`src/hw/rtl/atwg_pkg.sv`:
```
// Shared widths, register codes and control structs of the triangle wave generator.
`default_nettype none

package atwg_pkg;

  localparam int SAMPLE_W   = 32;
  localparam int AMP_W      = 31;
  localparam int PERIOD_W   = 24;
  localparam int DUTY_W     = 17;
  localparam int DFRAC_W    = 16;
  localparam int PHASE_W    = 24;
  localparam int CFG_IDX_W  = 2;
  localparam int TICK_UNITS = 256;

  localparam int PROD_W     = DFRAC_W + PERIOD_W;
  localparam int NEXT_W     = PHASE_W + 1;
  localparam int QUO_W      = 32;
  localparam int FRAC_W     = QUO_W + 1;
  localparam int MAG_W      = AMP_W + 1;
  localparam int SUM_W      = SAMPLE_W + 3;
  localparam int CNT_W      = 6;
  localparam int MOD_STEPS  = NEXT_W;
  localparam int FRAC_STEPS = QUO_W;

  localparam logic [DUTY_W-1:0]  DUTY_RESET = DUTY_W'(32768);
  localparam logic [DFRAC_W-1:0] DUTY_HALF  = DFRAC_W'(32768);

  typedef enum logic [CFG_IDX_W-1:0] {
    REG_AMPLITUDE = 2'd0,
    REG_PERIOD    = 2'd1,
    REG_DUTY      = 2'd2
  } cfg_reg_t;

  typedef struct packed {
    logic capture;
    logic mod_start;
    logic t_from_div;
    logic mul;
    logic setup;
    logic frac_full;
    logic frac_start;
    logic frac_take;
    logic scale;
    logic out_write;
    logic bypass;
    logic phase_direct;
    logic wrap_start;
    logic phase_from_div;
  } dp_cmd_t;

  typedef struct packed {
    logic period_zero;
    logic phase_lt_p;
    logic div_done;
    logic num_eq_den;
    logic next_fits;
  } dp_status_t;

endpackage

`default_nettype wire

```
`src/hw/rtl/atwg_ifs.sv`:
```
// Stream and configuration channel interfaces of the triangle wave generator.
`default_nettype none

interface atwg_in_if;
  logic                                valid;
  logic                                ready;
  logic signed [atwg_pkg::SAMPLE_W-1:0] base_sample;
  modport source (output valid, output base_sample, input ready);
  modport sink (input valid, input base_sample, output ready);
endinterface

interface atwg_out_if;
  logic                                valid;
  logic                                ready;
  logic signed [atwg_pkg::SAMPLE_W-1:0] out_sample;
  modport source (output valid, output out_sample, input ready);
  modport sink (input valid, input out_sample, output ready);
endinterface

interface atwg_cfg_if;
  logic                                 valid;
  logic                                 ready;
  logic [atwg_pkg::CFG_IDX_W-1:0]       index;
  logic [atwg_pkg::SAMPLE_W-1:0]        data;
  modport source (output valid, output index, output data, input ready);
  modport sink (input valid, input index, input data, output ready);
endinterface

`default_nettype wire

```
`src/hw/rtl/asymmetric_triangle_wave_generator_core.sv`:
```
// Top level of the asymmetric triangle wave generator added to a base signal.
//
//   Channel  Dir  Payload           Beat taken when
//   cfg      in   index, data       valid && ready (ready is always high)
//   base     in   base_sample       valid && ready
//   result   out  out_sample        valid && ready
//
// Between input beats a sample normally passes through the 32-step serial divider that
// forms the phase fraction. With the period at zero the triangle and phase update are skipped.
// After a period change the phase may first need a 25-step reduction, and a period below
// one tick can add a 25-step phase wrap after the result.
// Reset is synchronous and needs no clearing pass. A stalled result holds in its output
// register while the next beat may already be taken; that sample then waits to be written.
`default_nettype none

module asymmetric_triangle_wave_generator_core (
  input  wire logic  clk,
  input  wire logic  rst,
  atwg_cfg_if.sink   cfg,
  atwg_in_if.sink    base,
  atwg_out_if.source result
);
  import atwg_pkg::*;

  dp_cmd_t    cmd;
  dp_status_t status;

  assign cfg.ready = 1'b1;

  atwg_ctrl u_ctrl (
    .clk       (clk),
    .rst       (rst),
    .in_valid  (base.valid),
    .in_ready  (base.ready),
    .out_valid (result.valid),
    .out_ready (result.ready),
    .status    (status),
    .cmd       (cmd)
  );

  atwg_dp u_dp (
    .clk        (clk),
    .rst        (rst),
    .cfg_we     (cfg.valid),
    .cfg_index  (cfg.index),
    .cfg_data   (cfg.data),
    .in_sample  (base.base_sample),
    .cmd        (cmd),
    .status     (status),
    .out_sample (result.out_sample)
  );

endmodule

`default_nettype wire

```
`src/hw/rtl/atwg_div.sv`:
```
// Serial restoring divider shared by the phase reduction, the phase wrap and the fraction.
`default_nettype none

module atwg_div (
  input  wire logic                          clk,
  input  wire logic                          rst,
  input  wire logic                          start,
  input  wire logic [atwg_pkg::CNT_W-1:0]    steps,
  input  wire logic [atwg_pkg::PROD_W-1:0]   rem_init,
  input  wire logic [atwg_pkg::QUO_W-1:0]    sh_init,
  input  wire logic [atwg_pkg::PROD_W-1:0]   den_in,
  output logic                               done,
  output logic [atwg_pkg::PROD_W-1:0]        rem,
  output logic [atwg_pkg::QUO_W-1:0]         quo
);
  import atwg_pkg::*;

  logic [CNT_W-1:0]  cnt;
  logic [PROD_W-1:0] den;
  logic [QUO_W-1:0]  sh;
  logic [PROD_W:0]   rem_sh;
  logic [PROD_W:0]   diff;
  logic              take;

  assign rem_sh = {rem, sh[QUO_W-1]};
  assign diff   = rem_sh - {1'b0, den};
  assign take   = rem_sh >= {1'b0, den};
  assign done   = (cnt == '0);
  assign quo    = sh;

  always_ff @(posedge clk) begin
    if (rst) begin
      cnt <= '0;
    end else if (start) begin
      cnt <= steps;
    end else if (cnt != '0) begin
      cnt <= cnt - CNT_W'(1);
    end
  end

  always_ff @(posedge clk) begin
    if (start) begin
      rem <= rem_init;
      sh  <= sh_init;
      den <= den_in;
    end else if (cnt != '0) begin
      rem <= take ? diff[PROD_W-1:0] : rem_sh[PROD_W-1:0];
      sh  <= {sh[QUO_W-2:0], take};
    end
  end

endmodule

`default_nettype wire

```
`src/hw/rtl/atwg_dp.sv`:
```
// Datapath: configuration registers, phase, triangle arithmetic and output register.
`default_nettype none

module atwg_dp (
  input  wire logic                          clk,
  input  wire logic                          rst,
  input  wire logic                          cfg_we,
  input  wire logic [atwg_pkg::CFG_IDX_W-1:0] cfg_index,
  input  wire logic [atwg_pkg::SAMPLE_W-1:0] cfg_data,
  input  wire logic [atwg_pkg::SAMPLE_W-1:0] in_sample,
  input  wire atwg_pkg::dp_cmd_t             cmd,
  output atwg_pkg::dp_status_t               status,
  output logic [atwg_pkg::SAMPLE_W-1:0]      out_sample
);
  import atwg_pkg::*;

  logic [AMP_W-1:0]    amplitude;
  logic [PERIOD_W-1:0] period;
  logic [DUTY_W-1:0]   duty;
  logic [PHASE_W-1:0]  phase;

  logic [SAMPLE_W-1:0] base;
  logic [PHASE_W-1:0]  t;
  logic [PROD_W-1:0]   peak;
  logic [PROD_W-1:0]   num;
  logic [PROD_W-1:0]   den;
  logic                rising;
  logic [FRAC_W-1:0]   frac;
  logic [MAG_W-1:0]    prod;

  logic [DFRAC_W-1:0]  duty_eff;
  logic [PROD_W-1:0]   ts;
  logic [PROD_W-1:0]   whole;
  logic                rising_c;
  logic [MAG_W-1:0]    a2;
  logic [MAG_W-1:0]    mag;
  logic [2*QUO_W-1:0]  mult;
  logic [SUM_W-1:0]    a_ext;
  logic [SUM_W-1:0]    p_ext;
  logic [SUM_W-1:0]    e;
  logic [SUM_W-1:0]    tri_val;
  logic [SUM_W-1:0]    sum;
  logic [SAMPLE_W-1:0] sat;
  logic [NEXT_W-1:0]   next_s;
  logic [NEXT_W-1:0]   next_sub;
  logic                next_lt;
  logic                sub_lt;

  logic                div_start;
  logic [CNT_W-1:0]    div_steps;
  logic [PROD_W-1:0]   div_rem_init;
  logic [QUO_W-1:0]    div_sh_init;
  logic [PROD_W-1:0]   div_den;
  logic                div_done;
  logic [PROD_W-1:0]   div_rem;
  logic [QUO_W-1:0]    div_quo;

  assign duty_eff = (duty[DUTY_W-1] || (duty[DFRAC_W-1:0] == '0)) ? DUTY_HALF
                                                                 : duty[DFRAC_W-1:0];
  assign ts       = {t, DFRAC_W'(0)};
  assign whole    = {period, DFRAC_W'(0)};
  assign rising_c = ts <= peak;

  assign a2   = {amplitude, 1'b0};
  assign mag  = a2[MAG_W-1] ? (~a2 + MAG_W'(1)) : a2;
  assign mult = (2*QUO_W)'(mag) * (2*QUO_W)'(frac[QUO_W-1:0]);

  assign a_ext   = {{(SUM_W-AMP_W){amplitude[AMP_W-1]}}, amplitude};
  assign p_ext   = {{(SUM_W-MAG_W){1'b0}}, prod};
  assign e       = amplitude[AMP_W-1] ? (~p_ext + SUM_W'(1)) : p_ext;
  assign tri_val = cmd.bypass ? '0 : (rising ? (e - a_ext) : (a_ext - e));
  assign sum     = {{(SUM_W-SAMPLE_W){base[SAMPLE_W-1]}}, base} + tri_val;

  always_comb begin
    if (sum[SUM_W-1:SAMPLE_W-1] == '0 || sum[SUM_W-1:SAMPLE_W-1] == '1) begin
      sat = sum[SAMPLE_W-1:0];
    end else if (sum[SUM_W-1]) begin
      sat = {1'b1, {(SAMPLE_W-1){1'b0}}};
    end else begin
      sat = {1'b0, {(SAMPLE_W-1){1'b1}}};
    end
  end

  assign next_s   = {1'b0, t} + NEXT_W'(TICK_UNITS);
  assign next_sub = next_s - {1'b0, period};
  assign next_lt  = next_s < {1'b0, period};
  assign sub_lt   = next_sub < {1'b0, period};

  assign status.period_zero = (period == '0);
  assign status.phase_lt_p  = phase < period;
  assign status.div_done    = div_done;
  assign status.num_eq_den  = (num == den);
  assign status.next_fits   = next_lt || sub_lt;

  always_comb begin
    div_start    = cmd.mod_start || cmd.wrap_start || cmd.frac_start;
    div_steps    = CNT_W'(MOD_STEPS);
    div_rem_init = '0;
    div_den      = {{(PROD_W-PERIOD_W){1'b0}}, period};
    div_sh_init  = {{1'b0, phase}, {(QUO_W-NEXT_W){1'b0}}};
    if (cmd.wrap_start) begin
      div_sh_init = {next_s, {(QUO_W-NEXT_W){1'b0}}};
    end else if (cmd.frac_start) begin
      div_steps    = CNT_W'(FRAC_STEPS);
      div_rem_init = num;
      div_sh_init  = '0;
      div_den      = den;
    end
  end

  atwg_div u_div (
    .clk      (clk),
    .rst      (rst),
    .start    (div_start),
    .steps    (div_steps),
    .rem_init (div_rem_init),
    .sh_init  (div_sh_init),
    .den_in   (div_den),
    .done     (div_done),
    .rem      (div_rem),
    .quo      (div_quo)
  );

  always_ff @(posedge clk) begin
    if (rst) begin
      amplitude <= '0;
      period    <= '0;
      duty      <= DUTY_RESET;
      phase     <= '0;
    end else begin
      if (cfg_we) begin
        unique case (cfg_index)
          REG_AMPLITUDE: amplitude <= cfg_data[AMP_W-1:0];
          REG_PERIOD:    period    <= cfg_data[PERIOD_W-1:0];
          REG_DUTY:      duty      <= cfg_data[DUTY_W-1:0];
          default:       ;
        endcase
      end
      if (cmd.phase_direct) begin
        phase <= next_lt ? next_s[PHASE_W-1:0] : next_sub[PHASE_W-1:0];
      end else if (cmd.phase_from_div) begin
        phase <= div_rem[PHASE_W-1:0];
      end
    end
  end

  always_ff @(posedge clk) begin
    if (cmd.capture) begin
      base <= in_sample;
      t    <= phase;
    end
    if (cmd.t_from_div) begin
      t <= div_rem[PHASE_W-1:0];
    end
    if (cmd.mul) begin
      peak <= PROD_W'(duty_eff) * PROD_W'(period);
    end
    if (cmd.setup) begin
      rising <= rising_c;
      num    <= rising_c ? ts : (ts - peak);
      den    <= rising_c ? peak : (whole - peak);
    end
    if (cmd.frac_full) begin
      frac <= {1'b1, {QUO_W{1'b0}}};
    end else if (cmd.frac_take) begin
      frac <= {1'b0, div_quo};
    end
    if (cmd.scale) begin
      prod <= frac[QUO_W] ? mag : mult[2*QUO_W-1:QUO_W];
    end
    if (cmd.out_write) begin
      out_sample <= sat;
    end
  end

endmodule

`default_nettype wire

```
`src/hw/rtl/atwg_ctrl.sv`:
```
// Controller state machine that sequences the datapath for one sample.
`default_nettype none

module atwg_ctrl (
  input  wire logic                 clk,
  input  wire logic                 rst,
  input  wire logic                 in_valid,
  output logic                      in_ready,
  output logic                      out_valid,
  input  wire logic                 out_ready,
  input  wire atwg_pkg::dp_status_t status,
  output atwg_pkg::dp_cmd_t         cmd
);
  import atwg_pkg::*;

  typedef enum logic [3:0] {
    S_IDLE,
    S_REDUCE,
    S_MUL,
    S_SETUP,
    S_FSTART,
    S_FRAC,
    S_SCALE,
    S_SUM,
    S_PHASE,
    S_WRAP
  } state_t;

  state_t state;
  logic   bypass;
  logic   out_free;

  assign in_ready = (state == S_IDLE);
  assign out_free = !out_valid || out_ready;

  always_comb begin
    cmd        = '0;
    cmd.bypass = bypass;
    unique case (state)
      S_IDLE: begin
        if (in_valid) begin
          cmd.capture   = 1'b1;
          cmd.mod_start = !status.period_zero && !status.phase_lt_p;
        end
      end
      S_REDUCE: cmd.t_from_div = status.div_done;
      S_MUL:    cmd.mul        = 1'b1;
      S_SETUP:  cmd.setup      = 1'b1;
      S_FSTART: begin
        cmd.frac_full  = status.num_eq_den;
        cmd.frac_start = !status.num_eq_den;
      end
      S_FRAC:   cmd.frac_take  = status.div_done;
      S_SCALE:  cmd.scale      = 1'b1;
      S_SUM:    cmd.out_write  = out_free;
      S_PHASE: begin
        cmd.phase_direct = status.next_fits;
        cmd.wrap_start   = !status.next_fits;
      end
      S_WRAP:   cmd.phase_from_div = status.div_done;
      default:  ;
    endcase
  end

  always_ff @(posedge clk) begin
    if (rst) begin
      state     <= S_IDLE;
      out_valid <= 1'b0;
      bypass    <= 1'b0;
    end else begin
      if (out_valid && out_ready && state != S_SUM) begin
        out_valid <= 1'b0;
      end
      unique case (state)
        S_IDLE: begin
          if (in_valid) begin
            bypass <= status.period_zero;
            if (status.period_zero) begin
              state <= S_SUM;
            end else if (status.phase_lt_p) begin
              state <= S_MUL;
            end else begin
              state <= S_REDUCE;
            end
          end
        end
        S_REDUCE: if (status.div_done) state <= S_MUL;
        S_MUL:    state <= S_SETUP;
        S_SETUP:  state <= S_FSTART;
        S_FSTART: state <= status.num_eq_den ? S_SCALE : S_FRAC;
        S_FRAC:   if (status.div_done) state <= S_SCALE;
        S_SCALE:  state <= S_SUM;
        S_SUM: begin
          if (out_free) begin
            out_valid <= 1'b1;
            state     <= bypass ? S_IDLE : S_PHASE;
          end
        end
        S_PHASE:  state <= status.next_fits ? S_IDLE : S_WRAP;
        S_WRAP:   if (status.div_done) state <= S_IDLE;
        default:  state <= S_IDLE;
      endcase
    end
  end

endmodule

`default_nettype wire

```
`src/flat_wrapper.sv`:
```
// flat-port wrapper written by rule: the top's interface ports become plain ports
module asymmetric_triangle_wave_generator_core_flat import atwg_pkg::*;
  (clk, rst, cfg_valid, cfg_index, cfg_data, cfg_ready, base_valid, base_base_sample, base_ready, result_valid, result_out_sample, result_ready);
  atwg_cfg_if cfg_i ();
  atwg_in_if base_i ();
  atwg_out_if result_i ();
  input  wire logic clk;
  input  wire logic rst;
  input wire logic [$bits(cfg_i.valid)-1:0] cfg_valid;
  input wire logic [$bits(cfg_i.index)-1:0] cfg_index;
  input wire logic [$bits(cfg_i.data)-1:0] cfg_data;
  output wire logic [$bits(cfg_i.ready)-1:0] cfg_ready;
  input wire logic [$bits(base_i.valid)-1:0] base_valid;
  input wire logic [$bits(base_i.base_sample)-1:0] base_base_sample;
  output wire logic [$bits(base_i.ready)-1:0] base_ready;
  output wire logic [$bits(result_i.valid)-1:0] result_valid;
  output wire logic [$bits(result_i.out_sample)-1:0] result_out_sample;
  input wire logic [$bits(result_i.ready)-1:0] result_ready;
  assign cfg_i.valid = cfg_valid;
  assign cfg_i.index = cfg_index;
  assign cfg_i.data = cfg_data;
  assign cfg_ready = cfg_i.ready;
  assign base_i.valid = base_valid;
  assign base_i.base_sample = base_base_sample;
  assign base_ready = base_i.ready;
  assign result_valid = result_i.valid;
  assign result_out_sample = result_i.out_sample;
  assign result_i.ready = result_ready;
  asymmetric_triangle_wave_generator_core u_core (.clk(clk), .rst(rst), .cfg(cfg_i), .base(base_i), .result(result_i));
endmodule
```
`config.mk`:
```
export PLATFORM = sky130hd
export DESIGN_NAME = asymmetric_triangle_wave_generator_core_flat
export DESIGN_NICKNAME = d
export VERILOG_FILES = /design/src/hw/rtl/atwg_pkg.sv /design/src/hw/rtl/atwg_ifs.sv /design/src/hw/rtl/asymmetric_triangle_wave_generator_core.sv /design/src/hw/rtl/atwg_div.sv /design/src/hw/rtl/atwg_dp.sv /design/src/hw/rtl/atwg_ctrl.sv /design/src/flat_wrapper.sv
export SDC_FILE = /design/constraint.sdc
export NUM_CORES = 2
export LEC_CHECK = 0
export BUFFER_PORTS_ARGS = -buffer_cell sky130_fd_sc_hd__buf_2
export CAP_MARGIN = 20
export CORE_ASPECT_RATIO = 1.2
export CORE_UTILIZATION = 65
export DETAILED_ROUTE_END_ITERATION = 10
export PLACE_DENSITY = 0.91
export SLEW_MARGIN = 10
export SYNTH_ARGS = -nofsm -noshare
export SYNTH_HDL_FRONTEND = slang
export SYNTH_SLANG_ARGS = --single-unit
```
`constraint.sdc`:
```
create_clock -name clk -period 11.2 [get_ports clk]
set_clock_uncertainty 0.05 [all_clocks]
set_input_delay 2.8 -clock clk [delete_from_list [all_inputs] [get_ports clk]]
set_output_delay 2.8 -clock clk [all_outputs]
set_load 0.1 [all_outputs]
```
==> flow_metrics.tcl <==
set metrics [dict create \
    status "completed" \
    max_stage_delay_ns 0.70 \
    wl_per_cell_um 23.58 \
    path_max_fanout 16 \
    synth-seq-cells 494 \
    drtPass1Iterations 7 \
    synth-seq-area-share_pct 17.34 \
    root_buffer "clkbuf_16" \
    async_reset_ff_share_pct 0 \
    syn_area_um2 77400 \
    initial_core_util_pct 65.63 \
    insertion_delay_ns 0.70 \
    ys.flop_type "edfxtp_1" \
    wirelength_um 239200 \
    grt_max_degree 92 \
    critical_path_class "register to register" \
    path_clk_slew_ns 0.07 \
    maxCapViolations 0 \
    fmax_ghz 0.09217 \
    slew_violations 0 \
    detail_route.vias_per_cell 6.438 \
    cp.required_ns 11.60 \
    ys_types 86 \
    drive_above_1_share_pct 5.662 \
    ios 106 \
    final_cell_mix "inv_1 (1387), nand2_1 (1332), fa_1 (1176)" \
    synth_top_family_by_area "adder cells" \
    dieHeight_um 380.0 \
    fp.dieW_um 317.0 \
    final_util_pct 69.27 \
    post-place-ws_ns -0.1597 \
    coreArea_um2 117900 \
    cp_slowest_cell "o41ai_1" \
    hold_viol 0 \
    final_common_cell "inv_1" \
    synth_simple_gate_area_share_pct 16.96 \
    die-area_um2 120500 \
    synth_fa_ha_area_share_pct 40.60 \
    cts_made_buffers 56 \
    vdd_drop_max_uv 385.0 \
    synth_cells 8661 \
    setup-violations-final 0 \
    power_mw 13.97 \
    grt_usage_pct 40.68 \
    worst_pin_slew_ns 1.194 \
    avgSynthCellArea_um2 8.936 \
    fin_nets 10410 \
    area_growth_pct 5.538 \
    worst_setup_path_end_kind "register" \
    yosysWarnings 0 \
    min_path_type "register to register" \
    relSlewSlack_pct 20.41 \
    dp_hpwl_um 179100 \
    drt_iter0_drc 6654 \
    htree_levels 2 \
    grt_pass1_vias 70870 \
    setup_ws_ns 0.3503 \
    critPathArrivalTime_ns 11.25 \
    ant_nets 0 \
    grt_antenna_before_repair 24 \
    synth_mux_area_share_pct 1.293 \
    cts_buffer_depth 3 \
    portBuffers 103 \
    synth_edf_count 353 \
    start_kind "register" \
    dp.cells 10010 \
    grt_pass1_wl_um 377700 \
    drc 0 \
    cts_tree "yes" \
    synth_compound_area_share_pct 10.71 \
    synth_nets 10540 \
    final_cells 10150 \
    cp_common_cell "fa_1" \
    synth-xor-area-share_pct 4.106 \
    gp_congestion 1.034 \
    final.setup.tns_ns 0 \
    min_period_over_period_pct 96.87 \
    p_leak_nw 38.24 \
    rows 138 \
    grt-ovfl-total 0 \
    route.vias.total 65320 \
    cts_num_sinks 494 \
    p_per_area_nw_per_um2 171.1 \
    min_period_ns 10.85 \
]
## through the flow
step,hold slack [ns],instance area [um^2]
after global routing,0.4316,81660
after detailed placement,0.3989,79630
after global placement,0.3926,79590
final,0.4087,81680
after CTS,0.4068,81490
after floorplan,0.3911,77400
## synth_stat cells (14+ instances only)
library cell | number | area (um^2)
nor3b_1 | 16 | 120.1
or3_1 | 30 | 187.7
dfxtp_1 | 141 | 2823
nand3_1 | 75 | 375.4
o21bai_1 | 46 | 345.3
xor2_1 | 112 | 980.9
inv_1 | 1388 | 5210
nand4_1 | 63 | 394.1
o211ai_1 | 31 | 232.7
xnor2_1 | 249 | 2181
or2_2 | 21 | 131.4
a211oi_1 | 66 | 495.5
o21a_1 | 35 | 262.8
edfxtp_1 | 353 | 10600
nor4_1 | 24 | 150.1
o41ai_1 | 18 | 157.7
o31ai_1 | 32 | 240.2
nor3_1 | 47 | 235.2
nand2_1 | 1333 | 5004
nor2b_1 | 36 | 225.2
a211o_1 | 14 | 122.6
ha_1 | 630 | 7883
and2_1 | 641 | 4010
nor2_1 | 242 | 908.4
clkbuf_1 | 430 | 1614
mux2_2 | 32 | 360.4
fa_1 | 1176 | 23540
a311oi_1 | 23 | 201.4
a31oi_1 | 37 | 231.5
a21o_1 | 167 | 1254
mux2i_1 | 64 | 640.6
a21boi_0 | 14 | 105.1
and3_1 | 113 | 706.9
a21oi_1 | 450 | 2252
nand2b_1 | 47 | 294.0
o21ai_0 | 300 | 1501
## area by class of cell
cell class | count | area (um^2)
Antenna cell | 21 | 52.55
Clock inverter | 27 | 284.0
Timing Repair Buffer | 267 | 1795
Tap cell | 1540 | 1927
Sequential cell | 494 | 13420
Fill cell | 8159 | 36250
Inverter | 1391 | 5221
Clock buffer | 79 | 1578
Multi-Input combinational cell | 6326 | 57400
## where the power goes
part / total, mW / leakage, nW / internal, mW / switching [mW]
Clock: 1.91 / 0.900 / 1.06 / 0.854
Sequential: 3.28 / 4.52 / 2.81 / 0.474
Combinational: 8.78 / 32.8 / 3.18 / 5.59
Total: 14.0 / 38.2 / 7.05 / 6.92
## logic make-up (layout without fill, tap and decap cells)
family	after synthesis	in the layout
AND/OR/NAND/NOR	2732	2732
buffers and inverters	1841	1764
XOR/XNOR	362	362
flip-flops	494	494
adder cells (fa/ha/maj)	1806	1806
multiplexers	96	96
other	1	22
AO/OA/AOI/OAI	1329	1329
## routing by layer
layer	share of wire, %	routed length (um)	track usage [%]
met5	0.11	260	0.6088
met4	11	25450	36.29
met3	11	26560	12.01
met2	47	112800	65.41
met1	31	74090	42.94
## registers in the layout (all words and copies together), names as in the netlist, 4 cells and up
register,count
u_core.u_dp.phase,24
u_core.u_dp.u_div.den,40
u_core.u_dp.base,32
u_core.u_dp.peak,40
u_core.u_dp.u_div.quo,32
u_core.u_dp.u_div.cnt,6
u_core.u_dp.out_sample,32
u_core.u_dp.frac,33
u_core.u_dp.prod,32
u_core.u_dp.u_div.rem,40
u_core.u_dp.duty,17
u_core.u_dp.den,40
u_core.u_dp.t,24
u_core.u_dp.period,24
u_core.u_dp.num,40
u_core.u_dp.amplitude,31
u_core.u_ctrl.state,4
## final timing paths
path	start	endpoint	slack [ns]	cells after the start
setup / recovery	u_core.u_dp.amplitude[10]$_SDFFE_PP0P_	u_core.u_dp.prod[25]$_DFFE_PN_	0.35	32
hold / removal	u_core.u_dp.frac[24]$_SDFFE_PP0P_	u_core.u_dp.frac[24]$_SDFFE_PP0P_	0.41	2
setup reg to reg	u_core.u_dp.amplitude[10]$_SDFFE_PP0P_	u_core.u_dp.prod[25]$_DFFE_PN_	0.35	32
hold reg to reg	u_core.u_dp.frac[24]$_SDFFE_PP0P_	u_core.u_dp.frac[24]$_SDFFE_PP0P_	0.41	2
## critical path: cells and delay by family, from the launching register on
kind / cells / cell delay (ns)
buf+inv: 6 / 0.56
flops: 1 / 0.42
xor+xnor: 1 / 0.42
fa+ha+maj: 9 / 4.45
simple gates: 9 / 1.94
compound gates: 7 / 2.74
## what timing repair did
item	in CTS	in global routing
gates resized for setup	1	7
pin swaps	0	3
buffers inserted	0	3
hold buffers	0	0
endpoints found under the setup margin	2	13
endpoints found under the hold margin	0	0
Note: power is estimated with default switching activity, not from simulation.
